<file path="src/rtl/pip_pkg.sv">
package pip_pkg;

   localparam int COORD_W = 16;
   localparam int FRAC_W = 8;
   localparam int PT_W = COORD_W + FRAC_W;
   localparam int WORLD_W = 33;
   localparam int DIFF_W = 35;
   localparam int SPLIT = 18;
   localparam int MUL_W = 19;
   localparam int PROD_W = 2 * MUL_W;
   localparam int ACC_W = 72;
   localparam int PP_STEPS = 8;
   localparam int STEP_W = 3;
   localparam int RAM_W = 2 * COORD_W;
   localparam int CSR_ADDR_W = 4;
   localparam int CSR_DATA_W = 32;

   typedef enum logic [1:0] {
      KIND_CLEAR  = 2'd0,
      KIND_APPEND = 2'd1,
      KIND_QUERY  = 2'd2,
      KIND_NONE   = 2'd3
   } kind_type;

   typedef enum logic [1:0] {
      REG_SCALE_X  = 2'd0,
      REG_SCALE_Y  = 2'd1,
      REG_OFFSET_X = 2'd2,
      REG_OFFSET_Y = 2'd3
   } reg_idx_type;

   typedef struct packed {
      logic [COORD_W-1:0]        scale_x;
      logic [COORD_W-1:0]        scale_y;
      logic signed [COORD_W-1:0] offset_x;
      logic signed [COORD_W-1:0] offset_y;
   } cfg_type;

   typedef struct packed {
      logic load_item;
      logic decode;
      logic fetch;
      logic world_x_mul;
      logic world_y_mul;
      logic world_x_add;
      logic world_y_add;
      logic advance;
      logic close;
      logic edge_setup;
      logic mul_step;
      logic decide;
      logic reply;
   } ctrl_cmd_type;

   typedef struct packed {
      logic is_query;
      logic count_zero;
      logic idx_first;
      logic idx_last;
      logic hit;
      logic step_last;
   } ctrl_sts_type;

endpackage

</file>
<file path="src/rtl/pip_if.sv">
interface pip_req_if;
   logic               valid;
   logic               ready;
   logic [1:0]         kind;
   logic signed [15:0] coord_x;
   logic signed [15:0] coord_y;

   modport source (output valid, output kind, output coord_x, output coord_y, input ready);
   modport sink (input valid, input kind, input coord_x, input coord_y, output ready);
endinterface

interface pip_rsp_if;
   logic valid;
   logic ready;
   logic inside_res;
   logic status;

   modport source (output valid, output inside_res, output status, input ready);
   modport sink (input valid, input inside_res, input status, output ready);
endinterface

</file>
<file path="src/rtl/pip_ram.sv">
module pip_ram #(
   parameter int WIDTH = 32,
   parameter int DEPTH = 16,
   localparam int ADDR_W = $clog2(DEPTH)
) (
   input  logic              clock,
   input  logic              wr_en,
   input  logic [ADDR_W-1:0] wr_addr,
   input  logic [WIDTH-1:0]  wr_data,
   input  logic              rd_en,
   input  logic [ADDR_W-1:0] rd_addr,
   output logic [WIDTH-1:0]  rd_data
);

   logic [WIDTH-1:0] mem_ff [DEPTH];
   logic [WIDTH-1:0] rd_data_ff;

   always_ff @(posedge clock) begin
      if (wr_en) begin
         mem_ff[wr_addr] <= wr_data;
      end
      if (rd_en) begin
         rd_data_ff <= mem_ff[rd_addr];
      end
   end

   assign rd_data = rd_data_ff;

endmodule

</file>
<file path="src/rtl/pip_csr.sv">
module pip_csr
   import pip_pkg::*;
(
   input  logic                  clock,
   input  logic                  reset,
   input  logic                  psel,
   input  logic                  penable,
   input  logic                  pwrite,
   input  logic [CSR_ADDR_W-1:0] paddr,
   input  logic [CSR_DATA_W-1:0] pwdata,
   output logic [CSR_DATA_W-1:0] prdata,
   output cfg_type               cfg
);

   cfg_type     cfg_ff;
   cfg_type     cfg_in;
   reg_idx_type reg_idx;

   assign reg_idx = reg_idx_type'(paddr[CSR_ADDR_W-1:2]);

   always_comb begin
      cfg_in = cfg_ff;
      if (psel && penable && pwrite) begin
         unique case (reg_idx)
            REG_SCALE_X:  cfg_in.scale_x = pwdata[COORD_W-1:0];
            REG_SCALE_Y:  cfg_in.scale_y = pwdata[COORD_W-1:0];
            REG_OFFSET_X: cfg_in.offset_x = pwdata[COORD_W-1:0];
            REG_OFFSET_Y: cfg_in.offset_y = pwdata[COORD_W-1:0];
         endcase
      end
   end

   always_ff @(posedge clock) begin
      if (reset) begin
         cfg_ff.scale_x <= COORD_W'(256);
         cfg_ff.scale_y <= COORD_W'(256);
         cfg_ff.offset_x <= '0;
         cfg_ff.offset_y <= '0;
      end else begin
         cfg_ff <= cfg_in;
      end
   end

   always_comb begin
      unique case (reg_idx)
         REG_SCALE_X:  prdata = {{(CSR_DATA_W-COORD_W){1'b0}}, cfg_ff.scale_x};
         REG_SCALE_Y:  prdata = {{(CSR_DATA_W-COORD_W){1'b0}}, cfg_ff.scale_y};
         REG_OFFSET_X: prdata = {{(CSR_DATA_W-COORD_W){1'b0}}, cfg_ff.offset_x};
         REG_OFFSET_Y: prdata = {{(CSR_DATA_W-COORD_W){1'b0}}, cfg_ff.offset_y};
      endcase
   end

   assign cfg = cfg_ff;

endmodule

</file>
<file path="src/rtl/pip_ctrl.sv">
module pip_ctrl
   import pip_pkg::*;
(
   input  logic         clock,
   input  logic         reset,
   input  logic         req_valid,
   output logic         req_ready,
   output logic         rsp_valid,
   input  logic         rsp_ready,
   output ctrl_cmd_type cmd,
   input  ctrl_sts_type sts
);

   typedef enum logic [12:0] {
      S_IDLE    = 13'b0000000000001,
      S_DECODE  = 13'b0000000000010,
      S_FETCH   = 13'b0000000000100,
      S_WX      = 13'b0000000001000,
      S_WY      = 13'b0000000010000,
      S_WADD    = 13'b0000000100000,
      S_ADVANCE = 13'b0000001000000,
      S_CLOSE   = 13'b0000010000000,
      S_SETUP   = 13'b0000100000000,
      S_MUL     = 13'b0001000000000,
      S_ACCL    = 13'b0010000000000,
      S_DECIDE  = 13'b0100000000000,
      S_REPLY   = 13'b1000000000000
   } state_type;

   state_type state_ff;
   state_type state_in;
   logic      closing_ff;
   logic      closing_in;
   logic      rsp_valid_ff;
   logic      rsp_valid_in;

   always_comb begin
      state_in = state_ff;
      closing_in = closing_ff;
      rsp_valid_in = rsp_valid_ff && !rsp_ready;
      req_ready = 1'b0;
      cmd = '0;
      unique case (state_ff)
         S_IDLE: begin
            req_ready = 1'b1;
            if (req_valid) begin
               cmd.load_item = 1'b1;
               state_in = S_DECODE;
            end
         end
         S_DECODE: begin
            cmd.decode = 1'b1;
            closing_in = 1'b0;
            if (sts.is_query && !sts.count_zero) begin
               state_in = S_FETCH;
            end else begin
               state_in = S_REPLY;
            end
         end
         S_FETCH: begin
            cmd.fetch = 1'b1;
            state_in = S_WX;
         end
         S_WX: begin
            cmd.world_x_mul = 1'b1;
            state_in = S_WY;
         end
         S_WY: begin
            cmd.world_x_add = 1'b1;
            cmd.world_y_mul = 1'b1;
            state_in = S_WADD;
         end
         S_WADD: begin
            cmd.world_y_add = 1'b1;
            state_in = sts.idx_first ? S_ADVANCE : S_SETUP;
         end
         S_ADVANCE: begin
            cmd.advance = 1'b1;
            state_in = sts.idx_last ? S_CLOSE : S_FETCH;
         end
         S_CLOSE: begin
            cmd.close = 1'b1;
            closing_in = 1'b1;
            state_in = S_SETUP;
         end
         S_SETUP: begin
            cmd.edge_setup = 1'b1;
            if (sts.hit) begin
               state_in = S_MUL;
            end else begin
               state_in = closing_ff ? S_REPLY : S_ADVANCE;
            end
         end
         S_MUL: begin
            cmd.mul_step = 1'b1;
            if (sts.step_last) begin
               state_in = S_ACCL;
            end
         end
         S_ACCL: begin
            state_in = S_DECIDE;
         end
         S_DECIDE: begin
            cmd.decide = 1'b1;
            state_in = closing_ff ? S_REPLY : S_ADVANCE;
         end
         S_REPLY: begin
            if (!rsp_valid_ff || rsp_ready) begin
               cmd.reply = 1'b1;
               rsp_valid_in = 1'b1;
               state_in = S_IDLE;
            end
         end
         default: begin
            state_in = S_IDLE;
         end
      endcase
   end

   always_ff @(posedge clock) begin
      if (reset) begin
         state_ff <= S_IDLE;
         closing_ff <= 1'b0;
         rsp_valid_ff <= 1'b0;
      end else begin
         state_ff <= state_in;
         closing_ff <= closing_in;
         rsp_valid_ff <= rsp_valid_in;
      end
   end

   assign rsp_valid = rsp_valid_ff;

endmodule

</file>
<file path="src/rtl/pip_dpath.sv">
module pip_dpath
   import pip_pkg::*;
#(
   parameter int MAX_VERTICES = 16
) (
   input  logic                      clock,
   input  logic                      reset,
   input  cfg_type                   cfg,
   input  logic [1:0]                req_kind,
   input  logic signed [COORD_W-1:0] req_coord_x,
   input  logic signed [COORD_W-1:0] req_coord_y,
   output logic                      rsp_inside_res,
   output logic                      rsp_status,
   input  ctrl_cmd_type              cmd,
   output ctrl_sts_type              sts
);

   localparam int IDX_W = $clog2(MAX_VERTICES);
   localparam int COUNT_W = $clog2(MAX_VERTICES + 1);
   localparam int OFF_PAD = WORLD_W - PT_W;
   localparam int HI_PAD = MUL_W - (DIFF_W - SPLIT);
   localparam int LO_PAD = MUL_W - SPLIT;
   localparam int LOC_PAD = MUL_W - COORD_W;

   kind_type                  kind_ff;
   logic signed [COORD_W-1:0] cx_ff;
   logic signed [COORD_W-1:0] cy_ff;
   logic [COUNT_W-1:0]        count_ff;
   logic [COUNT_W-1:0]        count_in;
   logic [IDX_W-1:0]          idx_ff;
   logic signed [PROD_W-1:0]  prod_ff;
   logic signed [WORLD_W-1:0] p1x_ff, p1y_ff, p2x_ff, p2y_ff, fx_ff, fy_ff;
   logic signed [DIFF_W-1:0]  a_ff, b_ff, c_ff, d_ff;
   logic signed [ACC_W-1:0]   acc_ff;
   logic                      pp_vld_ff;
   logic [STEP_W-1:0]         pp_step_ff;
   logic [STEP_W-1:0]         step_ff;
   logic                      inside_ff;
   logic                      drop_ff;
   logic                      rsp_inside_ff;
   logic                      rsp_status_ff;

   logic                      full;
   logic                      ram_we;
   logic [RAM_W-1:0]          ram_rdata;
   logic signed [COORD_W-1:0] loc_x, loc_y;
   logic signed [PT_W-1:0]    px_s, py_s;
   logic signed [WORLD_W-1:0] wprod, offx_w, offy_w;
   logic signed [MUL_W-1:0]   mul_a, mul_b;
   logic signed [PROD_W-1:0]  mul_p;
   logic signed [DIFF_W-1:0]  op_x, op_y;
   logic signed [ACC_W-1:0]   pp_ext, pp_sh;
   logic                      toggle;

   assign full = (count_ff == COUNT_W'(MAX_VERTICES));
   assign ram_we = cmd.decode && (kind_ff == KIND_APPEND) && !full;
   assign loc_x = ram_rdata[RAM_W-1:COORD_W];
   assign loc_y = ram_rdata[COORD_W-1:0];
   assign px_s = {cx_ff, {FRAC_W{1'b0}}};
   assign py_s = {cy_ff, {FRAC_W{1'b0}}};
   assign wprod = prod_ff[WORLD_W-1:0];
   assign offx_w = {{OFF_PAD{cfg.offset_x[COORD_W-1]}}, cfg.offset_x, {FRAC_W{1'b0}}};
   assign offy_w = {{OFF_PAD{cfg.offset_y[COORD_W-1]}}, cfg.offset_y, {FRAC_W{1'b0}}};

   pip_ram #(
      .WIDTH(RAM_W),
      .DEPTH(MAX_VERTICES)
   ) u_store (
      .clock(clock),
      .wr_en(ram_we),
      .wr_addr(count_ff[IDX_W-1:0]),
      .wr_data({cx_ff, cy_ff}),
      .rd_en(cmd.fetch),
      .rd_addr(idx_ff),
      .rd_data(ram_rdata)
   );

   always_comb begin
      op_x = step_ff[2] ? c_ff : a_ff;
      op_y = step_ff[2] ? d_ff : b_ff;
      if (cmd.world_x_mul) begin
         mul_a = {{LOC_PAD{loc_x[COORD_W-1]}}, loc_x};
         mul_b = {{LOC_PAD{1'b0}}, cfg.scale_x};
      end else if (cmd.world_y_mul) begin
         mul_a = {{LOC_PAD{loc_y[COORD_W-1]}}, loc_y};
         mul_b = {{LOC_PAD{1'b0}}, cfg.scale_y};
      end else begin
         if (step_ff[1]) begin
            mul_a = {{LO_PAD{1'b0}}, op_x[SPLIT-1:0]};
         end else begin
            mul_a = {{HI_PAD{op_x[DIFF_W-1]}}, op_x[DIFF_W-1:SPLIT]};
         end
         if (step_ff[0]) begin
            mul_b = {{LO_PAD{1'b0}}, op_y[SPLIT-1:0]};
         end else begin
            mul_b = {{HI_PAD{op_y[DIFF_W-1]}}, op_y[DIFF_W-1:SPLIT]};
         end
      end
   end

   assign mul_p = mul_a * mul_b;

   always_comb begin
      pp_ext = ACC_W'(prod_ff);
      case (pp_step_ff[1:0]) inside
         2'd0:       pp_sh = pp_ext <<< (2 * SPLIT);
         2'd1, 2'd2: pp_sh = pp_ext <<< SPLIT;
         default:    pp_sh = pp_ext;
      endcase
   end

   always_comb begin
      if (b_ff[DIFF_W-1]) begin
         toggle = acc_ff[ACC_W-1];
      end else begin
         toggle = !acc_ff[ACC_W-1] && (acc_ff != '0);
      end
   end

   always_comb begin
      count_in = count_ff;
      if (cmd.decode) begin
         case (kind_ff)
            KIND_CLEAR:  count_in = '0;
            KIND_APPEND: count_in = full ? count_ff : count_ff + COUNT_W'(1);
            default:     count_in = count_ff;
         endcase
      end
   end

   always_ff @(posedge clock) begin
      if (reset) begin
         count_ff <= '0;
         pp_vld_ff <= 1'b0;
      end else begin
         count_ff <= count_in;
         pp_vld_ff <= cmd.mul_step;
      end
   end

   always_ff @(posedge clock) begin
      if (cmd.load_item) begin
         kind_ff <= kind_type'(req_kind);
         cx_ff <= req_coord_x;
         cy_ff <= req_coord_y;
      end
      if (cmd.decode) begin
         idx_ff <= '0;
         inside_ff <= 1'b0;
         drop_ff <= (kind_ff == KIND_APPEND) && full;
      end else if (cmd.advance) begin
         idx_ff <= idx_ff + IDX_W'(1);
      end
      if (cmd.world_x_mul || cmd.world_y_mul || cmd.mul_step) begin
         prod_ff <= mul_p;
      end
      if (cmd.world_x_add) begin
         p2x_ff <= wprod + offx_w;
      end
      if (cmd.world_y_add) begin
         p2y_ff <= wprod + offy_w;
      end
      if (cmd.advance) begin
         p1x_ff <= p2x_ff;
         p1y_ff <= p2y_ff;
         if (idx_ff == '0) begin
            fx_ff <= p2x_ff;
            fy_ff <= p2y_ff;
         end
      end
      if (cmd.close) begin
         p2x_ff <= fx_ff;
         p2y_ff <= fy_ff;
      end
      if (cmd.edge_setup) begin
         a_ff <= DIFF_W'(px_s) - DIFF_W'(p1x_ff);
         b_ff <= DIFF_W'(p2y_ff) - DIFF_W'(p1y_ff);
         c_ff <= DIFF_W'(p2x_ff) - DIFF_W'(p1x_ff);
         d_ff <= DIFF_W'(py_s) - DIFF_W'(p1y_ff);
         acc_ff <= '0;
         step_ff <= '0;
      end else begin
         if (cmd.mul_step) begin
            step_ff <= step_ff + STEP_W'(1);
            pp_step_ff <= step_ff;
         end
         if (pp_vld_ff) begin
            acc_ff <= pp_step_ff[2] ? acc_ff - pp_sh : acc_ff + pp_sh;
         end
      end
      if (cmd.decide && toggle) begin
         inside_ff <= !inside_ff;
      end
      if (cmd.reply) begin
         rsp_inside_ff <= inside_ff;
         rsp_status_ff <= drop_ff;
      end
   end

   assign sts.is_query = (kind_ff == KIND_QUERY);
   assign sts.count_zero = (count_ff == '0);
   assign sts.idx_first = (idx_ff == '0);
   assign sts.idx_last = ((COUNT_W'(idx_ff) + COUNT_W'(1)) == count_ff);
   assign sts.hit = ((p1y_ff <= py_s) && (py_s < p2y_ff)) ||
                    ((p2y_ff <= py_s) && (py_s < p1y_ff));
   assign sts.step_last = (step_ff == STEP_W'(PP_STEPS - 1));

   assign rsp_inside_res = rsp_inside_ff;
   assign rsp_status = rsp_status_ff;

endmodule

</file>
<file path="src/rtl/point_in_polygon_test_unit.sv">
// Channel   Direction  Handshake               Payload
// req_chan  in         valid/ready transfer    kind, coord_x, coord_y
// rsp_chan  out        valid/ready transfer    inside_res, status
// csr_*     in         APB write, pready high  scale_x, scale_y, offset_x, offset_y
//
// Clear, append and unused kinds pass through the decode and reply states to the result.
// A query fetches, maps and advances over each vertex, with an edge comparison
// for each edge that straddles the point's row; one shared 19x19 multiplier
// forms the vertex mapping and eight partial products of the exact comparison.
// Reset restores the register defaults and empties the polygon; the vertex
// memory is not cleared.
// One item is taken while a result waits; the block then holds until rsp_chan
// completes a transfer.
module point_in_polygon_test_unit
   import pip_pkg::*;
#(
   parameter int MAX_VERTICES = 16
) (
   input  logic                  clock,
   input  logic                  reset,
   pip_req_if.sink               req_chan,
   pip_rsp_if.source             rsp_chan,
   input  logic                  csr_psel,
   input  logic                  csr_penable,
   input  logic                  csr_pwrite,
   input  logic [CSR_ADDR_W-1:0] csr_paddr,
   input  logic [CSR_DATA_W-1:0] csr_pwdata,
   output logic [CSR_DATA_W-1:0] csr_prdata,
   output logic                  csr_pready
);

   cfg_type      cfg;
   ctrl_cmd_type cmd;
   ctrl_sts_type sts;

   assign csr_pready = 1'b1;

   pip_csr u_csr (
      .clock(clock),
      .reset(reset),
      .psel(csr_psel),
      .penable(csr_penable),
      .pwrite(csr_pwrite),
      .paddr(csr_paddr),
      .pwdata(csr_pwdata),
      .prdata(csr_prdata),
      .cfg(cfg)
   );

   pip_ctrl u_ctrl (
      .clock(clock),
      .reset(reset),
      .req_valid(req_chan.valid),
      .req_ready(req_chan.ready),
      .rsp_valid(rsp_chan.valid),
      .rsp_ready(rsp_chan.ready),
      .cmd(cmd),
      .sts(sts)
   );

   pip_dpath #(
      .MAX_VERTICES(MAX_VERTICES)
   ) u_dpath (
      .clock(clock),
      .reset(reset),
      .cfg(cfg),
      .req_kind(req_chan.kind),
      .req_coord_x(req_chan.coord_x),
      .req_coord_y(req_chan.coord_y),
      .rsp_inside_res(rsp_chan.inside_res),
      .rsp_status(rsp_chan.status),
      .cmd(cmd),
      .sts(sts)
   );

endmodule

</file>
<file path="src/flat_wrapper.sv">
// flat-port wrapper written by rule: the top's interface ports become plain ports
module point_in_polygon_test_unit_flat import pip_pkg::*;
#(
   parameter int MAX_VERTICES = 16
)
  (clock, reset, csr_psel, csr_penable, csr_pwrite, csr_paddr, csr_pwdata, csr_prdata, csr_pready, req_chan_valid, req_chan_kind, req_chan_coord_x, req_chan_coord_y, req_chan_ready, rsp_chan_valid, rsp_chan_inside_res, rsp_chan_status, rsp_chan_ready);
  pip_req_if req_chan_i ();
  pip_rsp_if rsp_chan_i ();
  input  logic clock;
  input  logic reset;
  input  logic csr_psel;
  input  logic csr_penable;
  input  logic csr_pwrite;
  input  logic [CSR_ADDR_W-1:0] csr_paddr;
  input  logic [CSR_DATA_W-1:0] csr_pwdata;
  output logic [CSR_DATA_W-1:0] csr_prdata;
  output logic csr_pready;
  input wire logic [$bits(req_chan_i.valid)-1:0] req_chan_valid;
  input wire logic [$bits(req_chan_i.kind)-1:0] req_chan_kind;
  input wire logic [$bits(req_chan_i.coord_x)-1:0] req_chan_coord_x;
  input wire logic [$bits(req_chan_i.coord_y)-1:0] req_chan_coord_y;
  output wire logic [$bits(req_chan_i.ready)-1:0] req_chan_ready;
  output wire logic [$bits(rsp_chan_i.valid)-1:0] rsp_chan_valid;
  output wire logic [$bits(rsp_chan_i.inside_res)-1:0] rsp_chan_inside_res;
  output wire logic [$bits(rsp_chan_i.status)-1:0] rsp_chan_status;
  input wire logic [$bits(rsp_chan_i.ready)-1:0] rsp_chan_ready;
  assign req_chan_i.valid = req_chan_valid;
  assign req_chan_i.kind = req_chan_kind;
  assign req_chan_i.coord_x = req_chan_coord_x;
  assign req_chan_i.coord_y = req_chan_coord_y;
  assign req_chan_ready = req_chan_i.ready;
  assign rsp_chan_valid = rsp_chan_i.valid;
  assign rsp_chan_inside_res = rsp_chan_i.inside_res;
  assign rsp_chan_status = rsp_chan_i.status;
  assign rsp_chan_i.ready = rsp_chan_ready;
  point_in_polygon_test_unit #(.MAX_VERTICES(MAX_VERTICES)) u_core (.clock(clock), .reset(reset), .req_chan(req_chan_i), .rsp_chan(rsp_chan_i), .csr_psel(csr_psel), .csr_penable(csr_penable), .csr_pwrite(csr_pwrite), .csr_paddr(csr_paddr), .csr_pwdata(csr_pwdata), .csr_prdata(csr_prdata), .csr_pready(csr_pready));
endmodule
</file>
<file path="config.mk">
export PLATFORM = sky130hd
export DESIGN_NAME = point_in_polygon_test_unit_flat
export DESIGN_NICKNAME = d
export VERILOG_FILES = /design/src/rtl/pip_pkg.sv /design/src/rtl/pip_if.sv /design/src/rtl/pip_ram.sv /design/src/rtl/pip_csr.sv /design/src/rtl/pip_ctrl.sv /design/src/rtl/pip_dpath.sv /design/src/rtl/point_in_polygon_test_unit.sv /design/src/flat_wrapper.sv
export SDC_FILE = /design/constraint.sdc
export NUM_CORES = 2
export LEC_CHECK = 0
export BUFFER_PORTS_ARGS = -buffer_cell sky130_fd_sc_hd__buf_2
export CAP_MARGIN = 30
export CORE_UTILIZATION = 51
export DETAILED_ROUTE_END_ITERATION = 16
export PLACE_DENSITY_LB_ADDON = 0.08
export SYNTH_ARGS = -nofsm -noshare
export SYNTH_HDL_FRONTEND = slang
export SYNTH_SLANG_ARGS = --single-unit
</file>
<file path="constraint.sdc">
create_clock -name clock -period 13.18 [get_ports clock]
set_clock_uncertainty 0.15 [all_clocks]
set_input_delay 2.636 -clock clock [delete_from_list [all_inputs] [get_ports clock]]
set_output_delay 2.636 -clock clock [all_outputs]
set_load 0.005 [all_outputs]
</file>
==> key figures <==
Status
  – Outcome: complete, no violations

Clock network
  – CTS tree: yes
  – Clock sink count: 1,121
  – Worst-Skew Late Latency: 0.79 ns
  – CTS Buf Count: 120
  – # hold bufs at CTS: 0
  – Longest Clk Path Bufs: 3
  – Post-cts gate resize count: 0
  – Clock slew at reported path FFs: 0.06 ns
  – Postcts setup bufs: 0
  – Clock Tree Root: clkbuf_16
  – H-tree levels: 3

Yosys
  – Netlist cell types: 103
  – Register area share after synthesis: 45.6%
  – Mapped Cells: 6,049
  – Ys async rst share: 0%
  – Top post-synthesis cells by area: edfxtp_1 41%, fa_1 11%, ha_1 6.9%, mux4_2 6.6%, dfxtp_1 4.7%
  – Mapped cell area: 0.0702 sq mm
  – Dominant synthesized flop cell: edfxtp_1
  – Number of enable flip-flop cells after synthesis: 957
  – Post-synthesis register bit count: 1,121
  – Yosys top cell area share: 40.9%
  – Average cell area after synthesis: 11.6 sq um
  – Yosys Warn Count: 0
  – Cell accounting for the most synthesized area: edfxtp_1

Worst hold path
  – Min-Delay Path Class: reg2reg

Worst setup path
  – Crit path buf inv count: 7
  – Req. time, crit path: 13.54 ns
  – Crit path kind: reg2reg
  – CP Launch Type: flop
  – CP max stage delay: 0.71 ns
  – CP delay by family, top: adder cells
  – Crit. End Element: flop
  – CP Max Fanout: 50
  – Crit path DAT: 10.78 ns
  – CP max-delay cell: o41ai_1
  – CP most frequent cell: fa_1

Timing
  – Highest Clock Rate: 96.0 MHz
  – Worst Setup Slack, final: 2.76 ns
  – Pins Over Slew Limit: 0
  – Final setup fails: 0
  – TNS Setup: 0 ns
  – Tightest Pin Transition: 1.10 ns
  – Period Utilization, post-route: 79.0%
  – Minimum clock period after layout: 10.42 ns
  – Rel. slew slack: 26.8%
  – Final-report hold violation count: 0
  – RSZ-0062 raised after global routing: false

Floorplan
  – Height of the chip: 373 um
  – Core area: 0.136 sq mm
  – Die Wd: 373 um
  – Standard-cell row count: 135
  – Starting Density: 51.7%
  – # IOs: 114
  – Die ar.: 0.139 sq mm

Detailed routing
  – Drt drc: 0
  – Routed vias: 47,900
  – Highest metal used: met4
  – Routed WL: 198,000 um
  – DR iter-0 viols: 4,634
  – DRT Pass-1 Iters: 6
  – Vias per inst: 5.97
  – Met2 WL: 91,600 um
  – Met1 wire length: 86,400 um
  – Met3 wire len: 13,600 um
  – Wire length per cell: 24.7 um
  – ANT nets after route: 0

Global route
  – GRT Overall Usage: 28.4%
  – Antenna violations before repair: 10
  – Total grt overflow: 0
  – Global-route wire length before repair: 295,000 um
  – Largest net degree at the start of global routing: 132
  – Vias in the first global route: 46,700

Final layout
  – Cell area after layout: 0.0770 sq mm
  – Share of cells above drive strength 1: 11.0%
  – Nets: 6,973
  – Syn-to-layout area delta: 9.67%
  – Leading cell types in the layout, fill and taps excluded: 957 x edfxtp_1, 579 x inv_1, 566 x nor2_1
  – Most common cell after layout, fill and taps aside: edfxtp_1
  – Number of non-filler instances in the completed layout: 8,020

Placement
  – Pre-CTS setup slack: 2.89 ns
  – RePlAce Congestion: 0.964
  – DP Cell Count: 7,794
  – DP Area: 0.0730 sq mm
  – HPWL after detailed placement: 144,000 um
  – Port bufs: 78

Power and ir drop
  – Pleak: 30.2 nW
  – Tot Pwr: 0.00792 W
  – PD cells: 103 mW/mm^2
  – Worst vdd rail ir drop: 0.129 mV

Flow run
  – Max-cap violations: 0
-- sequential cells by signal (all words and copies together) (netlist names), 2 cells and up --
register,count
u_core.u_dpath.prod_ff,38
u_core.u_dpath.step_ff,3
u_core.u_dpath.acc_ff,72
u_core.u_dpath.pp_step_ff,3
u_core.u_dpath.p1x_ff,33
u_core.u_dpath.p2y_ff,33
u_core.u_dpath.cx_ff,16
u_core.u_dpath.fy_ff,33
u_core.u_dpath.kind_ff,2
u_core.u_csr.cfg,64
u_core.u_dpath.a_ff,34
u_core.u_dpath.u_store.mem_ff,512
u_core.u_dpath.cy_ff,16
u_core.u_dpath.count_ff,5
u_core.u_dpath.idx_ff,4
u_core.u_dpath.b_ff,34
u_core.u_dpath.p2x_ff,33
u_core.u_ctrl.state_ff,13
u_core.u_dpath.d_ff,34
u_core.u_dpath.u_store.rd_data,32
u_core.u_dpath.p1y_ff,33
u_core.u_dpath.fx_ff,33
u_core.u_dpath.c_ff,34
-- final timing paths --
path	endpoint	slack, ns	from	cells past startpoint
hold reg to reg	u_core.u_dpath.rsp_status$_DFFE_PP_	0.27	u_core.u_dpath.drop_ff$_DFFE_PP_	0
hold / removal	u_core.u_dpath.rsp_status$_DFFE_PP_	0.27	u_core.u_dpath.drop_ff$_DFFE_PP_	0
setup reg to reg	u_core.u_dpath.prod_ff[34]$_DFFE_PP_	2.76	u_core.u_ctrl.state_ff[10]$_SDFFE_PP0P_	31
setup / recovery	u_core.u_dpath.prod_ff[34]$_DFFE_PP_	2.76	u_core.u_ctrl.state_ff[10]$_SDFFE_PP0P_	31
-- per-layer routing --
layer	up-vias	track usage (%)
li1	21700	-
met1	24200	40.4
met2	1662	45.1
met3	296	4.12
met4	0	8.54
met5	-	0
-- synth_stat cells (42+ instances only) --
master    instances
dfxtp_1         164
inv_1           579
nand2_1         541
nor2b_1          47
o21ai_0         164
nor3_1           85
nand3_1          67
nand4_1          48
a211oi_1         42
a21o_1          130
fa_1            374
a21oi_1         396
edfxtp_1        957
xnor2_1         194
a31oi_1          44
clkbuf_1        156
o21a_1           53
nand2b_1         61
xor2_1          132
nor2_1          580
buf_1            42
mux4_2          206
ha_1            386
mux2i_1         101
-- worst reg2reg max path, delay by kind of cell (launching register included) --
kind | cells | cell delay, ns
adders and majority gates | 8 | 3.80
AOI/OAI and AO/OA | 8 | 2.84
and+or+nand+nor | 7 | 1.72
DFF | 1 | 0.34
xor gates and xnor gates | 1 | 0.07
buffers and inverters | 7 | 1.26
-- per-stage QoR --
stage / util, % / hold slack, ns
4_1_cts: 56.6 / 0.270
3_5_place_dp: 53.7 / 0.256
5_1_grt: 56.6 / 0.291
3_3_place_gp: 53.6 / 0.257
6_report: 56.7 / 0.273
2_1_floorplan: - / 0.250
-- cell type report --
class / instances / area (sq um)
Clock buffer: 143 / 3150
Inverter: 582 / 2190
Sequential cell: 1121 / 32000
Clock inverter: 80 / 877
Multi-Input combinational cell: 4120 / 35300
Tap cell: 1781 / 2230
Fill cell: 11500 / 58900
Timing Repair Buffer: 191 / 1290
Antenna cell: 2 / 5.00
-- power by group --
group / internal, W / switching, W
Combinational: 0.000196 / 0.000288
Clock: 0.00195 / 0.00151
Sequential: 0.00391 / 0.0000686
-- logic make-up (layout without fill, tap and decap cells) --
family | count (synthesis) | count (layout) | share of synthesized area, %
flip-flops | 1121 | 1121 | 45.6
multiplexers | 310 | 310 | 8.10
AND/OR/NAND/NOR | 1624 | 1624 | 10.4
adder cells (fa/ha/maj) | 760 | 760 | 17.5
AO/OA/AOI/OAI | 1083 | 1083 | 9.74
buffers and inverters | 823 | 996 | 4.54
XOR/XNOR | 326 | 326 | 4.07
other | 2 | 19 | 0.0107
(Power assumes the default switching activity.)
